===== src/hw/rtl/typed_task_dispatcher_lifo_core_defines.svh =====
// Assertion macros shared by the task dispatcher RTL.
`ifndef TYPED_TASK_DISPATCHER_LIFO_CORE_DEFINES_SVH
`define TYPED_TASK_DISPATCHER_LIFO_CORE_DEFINES_SVH

// Same-cycle implication, checked at every rising edge outside reset.
`define TTDL_ASSERT_NOW(label, clk, rst, ante, cons, msg) \
   label: assert property (@(posedge clk) disable iff (rst) (ante) |-> (cons)) \
      else $error(msg);

// Next-cycle implication, checked at every rising edge outside reset.
`define TTDL_ASSERT_NEXT(label, clk, rst, ante, cons, msg) \
   label: assert property (@(posedge clk) disable iff (rst) (ante) |=> (cons)) \
      else $error(msg);

`endif


===== src/hw/rtl/ttdl_pkg.sv =====
// Types and constants of the typed task dispatcher with LIFO backlog.
`timescale 1ns / 1ps

package ttdl_pkg;

   localparam int ID_WIDTH          = 10;
   localparam int DELAY_WIDTH       = 4;
   localparam int KIND_WIDTH        = 2;
   localparam int COUNT_WIDTH       = 7;
   localparam int NUM_PROC          = 3;
   localparam int STACK_DEPTH_DFLT  = 64;

   localparam logic [KIND_WIDTH-1:0] KIND_NONE = 2'd0;

   typedef struct packed {
      logic                   task_valid;
      logic [ID_WIDTH-1:0]    task_id;
      logic [KIND_WIDTH-1:0]  task_kind;
      logic [DELAY_WIDTH-1:0] task_delay;
   } req_type;

   typedef struct packed {
      logic                   done_a;
      logic [ID_WIDTH-1:0]    done_id_a;
      logic                   done_b;
      logic [ID_WIDTH-1:0]    done_id_b;
      logic                   done_c;
      logic [ID_WIDTH-1:0]    done_id_c;
      logic                   overflow;
      logic [COUNT_WIDTH-1:0] waiting_count;
      logic [NUM_PROC-1:0]    busy_mask;
   } rsp_type;

   // One backlog entry as held in the stack.
   typedef struct packed {
      logic [ID_WIDTH-1:0]    id;
      logic [KIND_WIDTH-1:0]  kind;
      logic [DELAY_WIDTH-1:0] delay;
   } entry_type;

endpackage


===== src/hw/rtl/typed_task_dispatcher_lifo_core.sv =====
// Typed task dispatcher: three processors and a LIFO backlog in a top register and one memory.
`timescale 1ns / 1ps

// One tick per transfer: assert start with req_data, and the tick is taken at
// the rising edge where busy is low. busy never rises, so a tick can be taken
// in every cycle. The result of a tick appears on rsp_data in the next cycle,
// marked by rsp_strobe for that single cycle; the receiver cannot stall
// it and must capture it then. A tick with task_valid low still advances the
// processors and the backlog and still gives a result. The stack top lives in
// a register; the entries below it sit in a single-port-read, single-port-write
// synchronous memory. After a pop the next top is read from the memory and is
// used straight from the read register in the following tick, so the registered
// memory read never stalls a tick. Stack entries need no reset and no
// clearing pass: only entries that were pushed are ever read.
module typed_task_dispatcher_lifo_core #(
   parameter int STACK_DEPTH = ttdl_pkg::STACK_DEPTH_DFLT
) (
   input  logic              clock,
   input  logic              reset,
   input  logic              start,
   output logic              busy,
   input  ttdl_pkg::req_type req_data,
   output logic              rsp_strobe,
   output ttdl_pkg::rsp_type rsp_data
);

`include "typed_task_dispatcher_lifo_core_defines.svh"

   localparam int LW = $clog2(STACK_DEPTH + 1);   // level counter, holds the depth itself
   localparam int AW = $clog2(STACK_DEPTH);       // memory address
   localparam int IW = ttdl_pkg::ID_WIDTH;
   localparam int DW = ttdl_pkg::DELAY_WIDTH;
   localparam int KW = ttdl_pkg::KIND_WIDTH;
   localparam int NP = ttdl_pkg::NUM_PROC;
   localparam int CW = ttdl_pkg::COUNT_WIDTH;

   // Processor state
   logic [NP-1:0]          pbusy_ff, pbusy_in;
   logic [IW-1:0]          pid_ff    [NP];
   logic [IW-1:0]          pid_in    [NP];
   logic [DW-1:0]          pcnt_ff   [NP];
   logic [DW-1:0]          pcnt_in   [NP];

   // Backlog: top in a register, the rest in memory
   ttdl_pkg::entry_type    stack_mem [STACK_DEPTH];
   ttdl_pkg::entry_type    top_ff, top_in;
   ttdl_pkg::entry_type    rd_ff;
   logic                   refill_ff, refill_in;
   logic [LW-1:0]          level_ff, level_in;

   // Result register
   logic                   rsp_strobe_ff;
   ttdl_pkg::rsp_type      rsp_ff, rsp_in;

   // Tick datapath
   logic                   accept;
   logic                   arrive;
   logic                   hit_busy;
   logic                   push, pop, overflow_c;
   ttdl_pkg::entry_type    new_entry, top_cur, top_sel;
   logic [LW-1:0]          level_push;
   logic [LW-1:0]          level_m1, level_m2;
   logic                   wr_en, rd_en;
   logic [AW-1:0]          wr_addr, rd_addr;
   logic [NP-1:0]          done_c;
   logic [IW-1:0]          done_id_c [NP];
   logic [LW+CW-1:0]       level_ext;

   assign busy       = 1'b0;
   assign accept     = start & ~busy;
   assign rsp_strobe = rsp_strobe_ff;
   assign rsp_data   = rsp_ff;

   assign arrive     = req_data.task_valid && (req_data.task_kind != ttdl_pkg::KIND_NONE);
   assign new_entry  = '{id: req_data.task_id, kind: req_data.task_kind,
                         delay: req_data.task_delay};

   // The current top comes straight from the read register right after a pop.
   assign top_cur    = refill_ff ? rd_ff : top_ff;

   assign level_m1   = level_ff - LW'(1);
   assign level_m2   = level_ff - LW'(2);
   assign wr_addr    = level_m1[AW-1:0];
   assign rd_addr    = level_m2[AW-1:0];

   always_comb begin
      pbusy_in   = pbusy_ff;
      pid_in     = pid_ff;
      pcnt_in    = pcnt_ff;
      done_c     = '0;
      push       = 1'b0;
      pop        = 1'b0;
      overflow_c = 1'b0;
      hit_busy   = 1'b0;
      for (int p = 0; p < NP; p++) begin
         done_id_c[p] = '0;
      end

      // Arrival: claim the idle processor of this kind, else push or drop.
      for (int p = 0; p < NP; p++) begin
         if (req_data.task_kind == KW'(p + 1)) begin
            hit_busy = pbusy_ff[p];
         end
      end
      if (accept && arrive) begin
         if (!hit_busy) begin
            for (int p = 0; p < NP; p++) begin
               if (req_data.task_kind == KW'(p + 1)) begin
                  pbusy_in[p] = 1'b1;
                  pid_in[p]   = req_data.task_id;
                  pcnt_in[p]  = req_data.task_delay;
               end
            end
         end else if (level_ff != LW'(STACK_DEPTH)) begin
            push = 1'b1;
         end else begin
            overflow_c = 1'b1;
         end
      end

      // Work: count down, or complete and release the processor.
      if (accept) begin
         for (int p = 0; p < NP; p++) begin
            if (pbusy_in[p]) begin
               if (pcnt_in[p] != '0) begin
                  pcnt_in[p] = pcnt_in[p] - DW'(1);
               end else begin
                  pbusy_in[p]  = 1'b0;
                  done_c[p]    = 1'b1;
                  done_id_c[p] = pid_in[p];
                  pid_in[p]    = '0;
               end
            end
         end
      end

      // Stack top check: pop only if the top's processor is now idle.
      top_sel    = push ? new_entry : top_cur;
      level_push = push ? level_ff + LW'(1) : level_ff;
      if (accept && level_push != '0) begin
         for (int p = 0; p < NP; p++) begin
            if (top_sel.kind == KW'(p + 1) && !pbusy_in[p]) begin
               pbusy_in[p] = 1'b1;
               pid_in[p]   = top_sel.id;
               pcnt_in[p]  = top_sel.delay;
               pop         = 1'b1;
            end
         end
      end
      level_in = pop ? level_push - LW'(1) : level_push;

      // Push without pop spills the old top to memory; pop without push
      // fetches the entry below it.
      top_in    = (push && !pop) ? new_entry : top_cur;
      wr_en     = push && !pop && (level_ff != '0);
      rd_en     = pop && !push && (level_ff >= LW'(2));
      refill_in = rd_en;
   end

   assign level_ext = {{CW{1'b0}}, level_in};

   always_comb begin
      rsp_in               = '0;
      rsp_in.done_a        = done_c[0];
      rsp_in.done_id_a     = done_id_c[0];
      rsp_in.done_b        = done_c[1];
      rsp_in.done_id_b     = done_id_c[1];
      rsp_in.done_c        = done_c[2];
      rsp_in.done_id_c     = done_id_c[2];
      rsp_in.overflow      = overflow_c;
      rsp_in.waiting_count = level_ext[CW-1:0];
      rsp_in.busy_mask     = pbusy_in;
   end

   // Backlog memory: one write and one registered read per cycle.
   always_ff @(posedge clock) begin
      if (wr_en) begin
         stack_mem[wr_addr] <= top_cur;
      end
      if (rd_en) begin
         rd_ff <= stack_mem[rd_addr];
      end
   end

   // Control and state registers
   always_ff @(posedge clock) begin
      if (reset) begin
         pbusy_ff      <= '0;
         level_ff      <= '0;
         refill_ff     <= 1'b0;
         rsp_strobe_ff <= 1'b0;
         for (int p = 0; p < NP; p++) begin
            pid_ff[p]  <= '0;
            pcnt_ff[p] <= '0;
         end
      end else begin
         pbusy_ff      <= pbusy_in;
         level_ff      <= level_in;
         refill_ff     <= refill_in;
         rsp_strobe_ff <= accept;
         pid_ff        <= pid_in;
         pcnt_ff       <= pcnt_in;
      end
   end

   // Payload registers
   always_ff @(posedge clock) begin
      top_ff <= top_in;
      rsp_ff <= rsp_in;
   end

   `TTDL_ASSERT_NOW(a_level_bound, clock, reset, 1'b1, level_ff <= LW'(STACK_DEPTH), "stack level beyond depth")
   `TTDL_ASSERT_NOW(a_refill_nonempty, clock, reset, refill_ff, level_ff != '0, "refill with empty stack")
   `TTDL_ASSERT_NOW(a_overflow_full, clock, reset, overflow_c, (level_ff == LW'(STACK_DEPTH)) && !push, "drop while stack not full")
   `TTDL_ASSERT_NEXT(a_strobe_on_tick, clock, reset, accept, rsp_strobe, "no result after tick")
   `TTDL_ASSERT_NEXT(a_no_strobe_idle, clock, reset, !accept, !rsp_strobe, "result without tick")

endmodule


===== config.mk =====
export PLATFORM = sky130hd
export DESIGN_NAME = typed_task_dispatcher_lifo_core
export DESIGN_NICKNAME = d
export VERILOG_FILES = /design/src/hw/rtl/ttdl_pkg.sv /design/src/hw/rtl/typed_task_dispatcher_lifo_core.sv
export VERILOG_INCLUDE_DIRS = /design/src /design/src/hw/rtl
export SDC_FILE = /design/constraint.sdc
export NUM_CORES = 1
export LEC_CHECK = 0
export ABC_AREA = 0
export BUFFER_PORTS_ARGS = -buffer_cell sky130_fd_sc_hd__buf_4
export CAP_MARGIN = 20
export CORE_ASPECT_RATIO = 1.2
export CORE_MARGIN = 3
export CORE_UTILIZATION = 56
export CTS_CLUSTER_DIAMETER = 50
export CTS_CLUSTER_SIZE = 25
export DETAILED_ROUTE_END_ITERATION = 16
export GPL_ROUTABILITY_DRIVEN = 0
export PLACE_DENSITY = 0.72
export SLEW_MARGIN = 30
export SYNTH_ARGS = -nofsm -noshare
export SYNTH_HDL_FRONTEND = slang
export SYNTH_SLANG_ARGS = --single-unit

===== constraint.sdc =====
create_clock -name clock -period 7.3 [get_ports clock]
set_input_delay 0 -clock clock [delete_from_list [all_inputs] [get_ports clock]]
set_output_delay 0 -clock clock [all_outputs]
set_load 0.01 [all_outputs]

[Word level (Yosys, flattened, before mapping)]
Memories as Yosys holds them, arrays and structs flattened. A register that Yosys moved wholly into a read port is not among the register bits.
Cells that the tools add are included.
Storage, ports and cells
  flip-flop bits (word level): 114
  RAM bits: 1024
  input port bits: 20
  output and inout port bits: 46
  word-level logic and storage cells: 139
  memories: 1
Memory list
  stack_mem: depth 64, width 16, rd ports 1, clocked after Yosys merged registers in 1, wr ports 1, line typed_task_dispatcher_lifo_core.sv:45  | ttdl_pkg::entry_type stack_mem [STACK_DEPTH];
Operators by class
  $add $sub $neg: 7
  magnitude comparators: 1
  equality and inequality tests: 7
  mux-type cells: 69
  bitwise gates (word level): 4
  reductions and logical operators: 28
Operator list (number)
  $mux 10: 12
  $mux 30: 4
  $mux 12: 4
  $mux 16: 3
  $mux 4: 12
  $mux 1: 28
  $mux 7: 2
  $reduce_bool 7->1: 2
  $mux 3: 4
  $reduce_bool 4->1: 3
  $sub 4x1->4 const B: 3
  $logic_and 1x1->1: 10
  $reduce_or 3->1: 3
  $eq 2x2->1 const B: 4
  $reduce_and 2->1: 4
  $add 7x1->7 const B: 1
  $ge 7x2->1 const B: 1
  $ne 7x7->1 const B: 1
  $sub 7x1->7 const B: 1
  $sub 6x1->6 const B: 1
  $sub 6x2->6 const B: 1
  $logic_not 1->1: 5
  $eq 2x1->1 const B: 2
  $not 1->1: 4
  $reduce_bool 2->1: 1

[Longest topological paths before layout]
  depth in word-level cells: 21
  depth in mapped cells: 21
  depth with buffers taken out: 12

[Least setup slack after synthesis]
Ideal clock, no wire load.
  kind: flip-flop to flip-flop
  from: register level_ff[1]
  to: memory stack_mem[20][0] (netlist name), enable pin
  data arrival time: 5203 ps
  required time: 6891 ps
  setup slack: 1688 ps
  stages on the path, launching flop included: 21
  period minus slack after synthesis: 5612 ps
  path through: dfxtp_1 -> buf_2 -> clkbuf_1 -> clkbuf_1 -> clkbuf_1 -> inv_1 -> ha_1 -> nor3b_1 -> and3_1 -> nor2_1 -> clkbuf_1 -> xnor2_1 -> ha_1 -> and4b_1 -> buf_2 -> and2_4 -> buf_6 -> nor2_1 -> buf_2 -> buf_6 -> nor3_1
On the way
  cells in the longest elaborated chain, start to end: 16
  elaborated cells between the ends (all ways): 26
RTL lines
  from (decl): line typed_task_dispatcher_lifo_core.sv:49  | logic [LW-1:0] level_ff, level_in;
  from (signal assigned): line typed_task_dispatcher_lifo_core.sv:198  | level_ff <= level_in;
  $ne 7x7->1: line typed_task_dispatcher_lifo_core.sv:114  | end else if (level_ff != LW'(STACK_DEPTH)) begin
  $mux 1: line typed_task_dispatcher_lifo_core.sv:114
  $mux 1: line typed_task_dispatcher_lifo_core.sv:106  | if (!hit_busy) begin
  $mux 1: line typed_task_dispatcher_lifo_core.sv:105  | if (accept && arrive) begin
  $mux 16: line typed_task_dispatcher_lifo_core.sv:138  | top_sel = push ? new_entry : top_cur;
  $eq 2x1->1: line typed_task_dispatcher_lifo_core.sv:142  | if (top_sel.kind == KW'(p + 1) && !pbusy_in[p]) begin
  $logic_and 1x1->1: line typed_task_dispatcher_lifo_core.sv:142
  $mux 1 (3 in series): line typed_task_dispatcher_lifo_core.sv:142
  $mux 1: line typed_task_dispatcher_lifo_core.sv:140  | if (accept && level_push != '0) begin
  $logic_not 1->1: line typed_task_dispatcher_lifo_core.sv:155  | wr_en = push && !pop && (level_ff != '0);
  $logic_and 1x1->1 (2 in series): line typed_task_dispatcher_lifo_core.sv:155
  $mux 1: line typed_task_dispatcher_lifo_core.sv:177  | if (wr_en) begin
  $mux 1 (not written as such): line typed_task_dispatcher_lifo_core.sv:178  | stack_mem[wr_addr] <= top_cur;
  to (decl): line typed_task_dispatcher_lifo_core.sv:45
Several ways; a longest one is shown, not always the timed one.

[Final worst setup path]
  from: register level_ff[0]
  to: memory stack_mem[42][1] (netlist name), enable pin
The elaborated chain is that of the path after synthesis.

==> impl_table.tex <==
\begin{tabular}{lr}
\hline
Metric & Value \\
\hline
\multicolumn{2}{l}{\textbf{Route}} \\
Drt via density & 6.58 \\
DRT antenna net count & 0 \\
DRC violation count after routing & 0 \\
Number of DRC markers after the initial detailed-route iteration & 2,813 \\
Vias & 22,700 \\
Average routed wire per standard cell & around 31 µm \\
Overall routed net length & $\sim$110 mm \\
Number of search-and-repair iterations in the first detailed-routing pass & 5 \\
\multicolumn{2}{l}{\textbf{Floorplan}} \\
Total die area & approximately 85,000 µm² \\
DIE HEIGHT & between 300 and 400 µm \\
Core Box Area & approximately 80,000 µm² \\
Ports placed on the boundary & 66 \\
Starting utilization of the core area & 0.570 \\
Horizontal die dimension & 266 µm \\
Standard-cell row count & 113 \\
\multicolumn{2}{l}{\textbf{Layout}} \\
Area Growth Syn to Fin & 12.6\% \\
FF/Latch Area & 33,500 µm² \\
Diode count & 0 \\
Area of the multi-input gates & 11,800 µm² \\
Share of layout cells above drive strength 1 & 0.319 \\
Post-route cell area & between 50,000 and 60,000 µm² \\
Number of standard cells in the layout, taps in and fillers out & 3,447 \\
Fill cells & slightly above 5,000 \\
Post-layout nets & between 2,000 and 2,500 \\
\multicolumn{2}{l}{\textbf{Pwr}} \\
Peak supply drop & 0.156 mV \\
Leakage power of the design & 0.0160 µW \\
Power density relative to cell area & 267 nW/µm² \\
\multicolumn{2}{l}{\textbf{CTS}} \\
CTS root buf & sky130\_fd\_sc\_hd\_\_clkbuf\_16 \\
Clock-pin slew reported for the worst setup and hold paths after clock tree synthesis & 0.07 ns \\
Total clock buffers created by CTS & 89 \\
\# clock sinks & 1,154 \\
TritonCTS clock tree & built \\
H-tree depth & 3 \\
Quantity of gates resized following cts & 0 \\
Clock latency reported for the late side of the worst-skew pair & 0.66 ns \\
Maximum count of clock buffers along a single path & 3 \\
\multicolumn{2}{l}{\textbf{Synth}} \\
Summed instance area of the synthesized netlist & 45,500 µm² \\
Ranking of synthesized cells by area & sky130\_fd\_sc\_hd\_\_edfxtp\_1, sky130\_fd\_sc\_hd\_\_mux4\_2, sky130\_fd\_sc\_hd\_\_dfxtp\_1, sky130\_fd\_sc\_hd\_\_mux2i\_1, sky130\_fd\_sc\_hd\_\_mux2\_2 \\
Post-Synthesis Net Count & 2,250 \\
Synth top area share & 0.687 \\
Instance count of the mapped netlist & 2,220 \\
Cell variety after synth & between 60 and 70 \\
Most frequent cell after synthesis & sky130\_fd\_sc\_hd\_\_edfxtp\_1 \\
Post-synthesis average cell area & a little over 20 µm² \\
Flop and latch count out of synthesis & 1,154 \\
Library cell with the largest summed area after synthesis & sky130\_fd\_sc\_hd\_\_edfxtp\_1 \\
Top FF cell, synth & sky130\_fd\_sc\_hd\_\_edfxtp\_1 \\
EDFF count, synth & 1,040 \\
Seq/Total Area, Yosys & 0.737 \\
Yosys synthesis warning count & 0 \\
Async SR Flop Fraction & 0 \\
Top cell types by occurrence after synthesis & sky130\_fd\_sc\_hd\_\_edfxtp\_1, sky130\_fd\_sc\_hd\_\_mux4\_2, sky130\_fd\_sc\_hd\_\_dfxtp\_1 \\
\multicolumn{2}{l}{\textbf{Timing}} \\
Final setup violating endpoints & 0 \\
Worst hold slack after final layout & 0.0439 ns \\
Layout Skew & around 0.024 ns \\
Upper clock frequency limit & 190 MHz \\
Final critical-path setup slack & just over 2 ns \\
Setup repair after global routing missed its margin & no \\
Total negative slack for setup checks & 0 ns \\
Post-layout min period & 5.27 ns \\
Count of endpoints failing hold in the final timing report & 0 \\
Max Transition Viols Final & 0 \\
Worst slew pin tran & 1.04 ns \\
Final clock period utilization by the worst path & 0.723 \\
Worst max-slew margin expressed relative to the limit & 0.309 \\
\multicolumn{2}{l}{\textbf{Global route}} \\
Remaining global-route overflow & 0 \\
Gr usage total & 0.255 \\
Via count of the first global-routing pass & between 20,000 and 25,000 \\
First-pass GRT wire length & 157 mm \\
Antenna violations before repair & 0 \\
Largest net degree at the start of global routing & 111 \\
\multicolumn{2}{l}{\textbf{Placement}} \\
I/O Buffers & 64 \\
Total half-perimeter wirelength after legalization and detailed placement & around 64 mm \\
Post-place instance area & around 48,000 µm² \\
Setup slack at placement & 1.96 ns \\
\# placed instances & 3,265 \\
\multicolumn{2}{l}{\textbf{Hold path}} \\
Type of the worst min-delay path & primary input to register \\
\multicolumn{2}{l}{\textbf{Critical path}} \\
Flop-to-flop setup slack & 2.03 ns \\
Max Fanout on Critical Path & 33 \\
Data required time at the worst endpoint & 7.70 ns \\
Endpoint kind of the worst setup timing path & register \\
Worst path arrival time & 5.68 ns \\
Type of origin of the critical path & register \\
Worst setup path class & register to register \\
\multicolumn{2}{l}{\textbf{Job}} \\
Count of maximum capacitance violations & 0 \\
\multicolumn{2}{l}{\textbf{Status}} \\
Run status & finished, final reports clean \\
\hline
\end{tabular}
final timing paths:
path | depth (start not counted) | from | endpoint
max | 14 | level_ff[0] | stack_mem[42][1]
min | 5 | req_data[16] | rsp_data[2]
max reg2reg | 14 | level_ff[0] | stack_mem[42][1]
min reg2reg | 2 | pid_ff[21] | rsp_data[34]
per-stage QoR:
step	total power, µW	utilization
floorplan	8180	-
global placement	8610	0.597
detailed placement	8650	0.599
CTS	13700	0.641
global route	14000	0.642
finish	13600	0.642
layout by cell type (no fill, tap or decap), types with 13 or more instances in the layout:
cell type	netlist	routed
sky130_fd_sc_hd__buf_4	4	132
sky130_fd_sc_hd__o21ai_0	16	16
sky130_fd_sc_hd__nor3_4	2	20
sky130_fd_sc_hd__nand2_1	51	51
sky130_fd_sc_hd__nand3_1	23	23
sky130_fd_sc_hd__o31ai_1	16	16
sky130_fd_sc_hd__clkbuf_16	0	91
sky130_fd_sc_hd__mux2_4	16	30
sky130_fd_sc_hd__edfxtp_1	1040	1040
sky130_fd_sc_hd__nor3_2	0	46
sky130_fd_sc_hd__dlygate4sd3_1	0	18
sky130_fd_sc_hd__a211oi_1	20	20
sky130_fd_sc_hd__mux2i_1	69	69
sky130_fd_sc_hd__clkinv_8	0	13
sky130_fd_sc_hd__nor2_1	106	103
sky130_fd_sc_hd__nor3_1	86	22
sky130_fd_sc_hd__mux2_2	42	28
sky130_fd_sc_hd__dfxtp_1	114	111
sky130_fd_sc_hd__mux4_2	321	321
sky130_fd_sc_hd__inv_6	0	18
sky130_fd_sc_hd__nor2b_1	21	21
sky130_fd_sc_hd__a21oi_1	28	28
kinds of logic (layout without fill, tap and decap cells):
family	count (synthesis)	after routing	share of synthesized area
mux	448	448	0.190
xor+xnor	21	21	0.00421
buf+inv	142	334	0.0142
fa+ha+maj	10	10	0.00275
flops	1154	1154	0.737
simple gates	334	334	0.0354
compound gates	110	110	0.0164
other cells	1	1	0.0000825
sequential cells by signal (all words and copies together) (netlist names):
| register | flops |
|---|---|
| stack_mem | 1024 |
| rsp_data | 44 |
| pid_ff | 30 |
| rd_ff | 16 |
| top_ff | 16 |
| pcnt_ff | 12 |
| level_ff | 7 |
| pbusy_ff | 3 |
| refill_ff | 1 |
| rsp_strobe | 1 |
per-layer routing:
layer  track usage  routed length [µm]  share of wire  vias to the layer above
met5             0                   0              0                        -
met4         0.103                4560          0.043                        0
met3        0.0379                8610          0.081                      194
met2         0.408               52100           0.49                     1114
met1         0.360               40900           0.39                    12000
li1              -                   -              -                     9387
worst max-delay path, stage by stage, from the launching register on:
cell	delay [ns]
sky130_fd_sc_hd__dfxtp_4	0.64
sky130_fd_sc_hd__inv_1	0.19
sky130_fd_sc_hd__ha_1	0.28
sky130_fd_sc_hd__nor3b_1	0.20
sky130_fd_sc_hd__and3_1	0.27
sky130_fd_sc_hd__nor2_1	0.26
sky130_fd_sc_hd__buf_4	0.29
sky130_fd_sc_hd__xnor2_1	0.19
sky130_fd_sc_hd__ha_1	0.26
sky130_fd_sc_hd__and4b_1	0.30
sky130_fd_sc_hd__and2_4	0.23
sky130_fd_sc_hd__nor2_4	0.69
sky130_fd_sc_hd__buf_4	0.69
sky130_fd_sc_hd__nor3_2	0.26
sky130_fd_sc_hd__buf_4	0.24
layout make-up:
type / count / share of cell area
Sequential cell: 1154 / 0.655
Multi-Input combinational cell: 924 / 0.231
Clock buffer: 95 / 0.0450
Timing Repair Buffer: 161 / 0.0265
Tap cell: 1035 / 0.0253
Clock inverter: 67 / 0.0159
Inverter: 11 / 0.000807
report_power, final:
part | total (µW) | switching, µW | internal (µW)
logic | 944 | 736 | 207
clock network | 5130 | 2570 | 2560
registers | 7570 | 17.5 | 7550
repair_timing:
action                                 in CTS  in global routing
buffers inserted                            0                  0
endpoints found under the hold margin     100                  0
hold buffers                               18                  0
No activity file was read; power rests on OpenSTA's default activity.
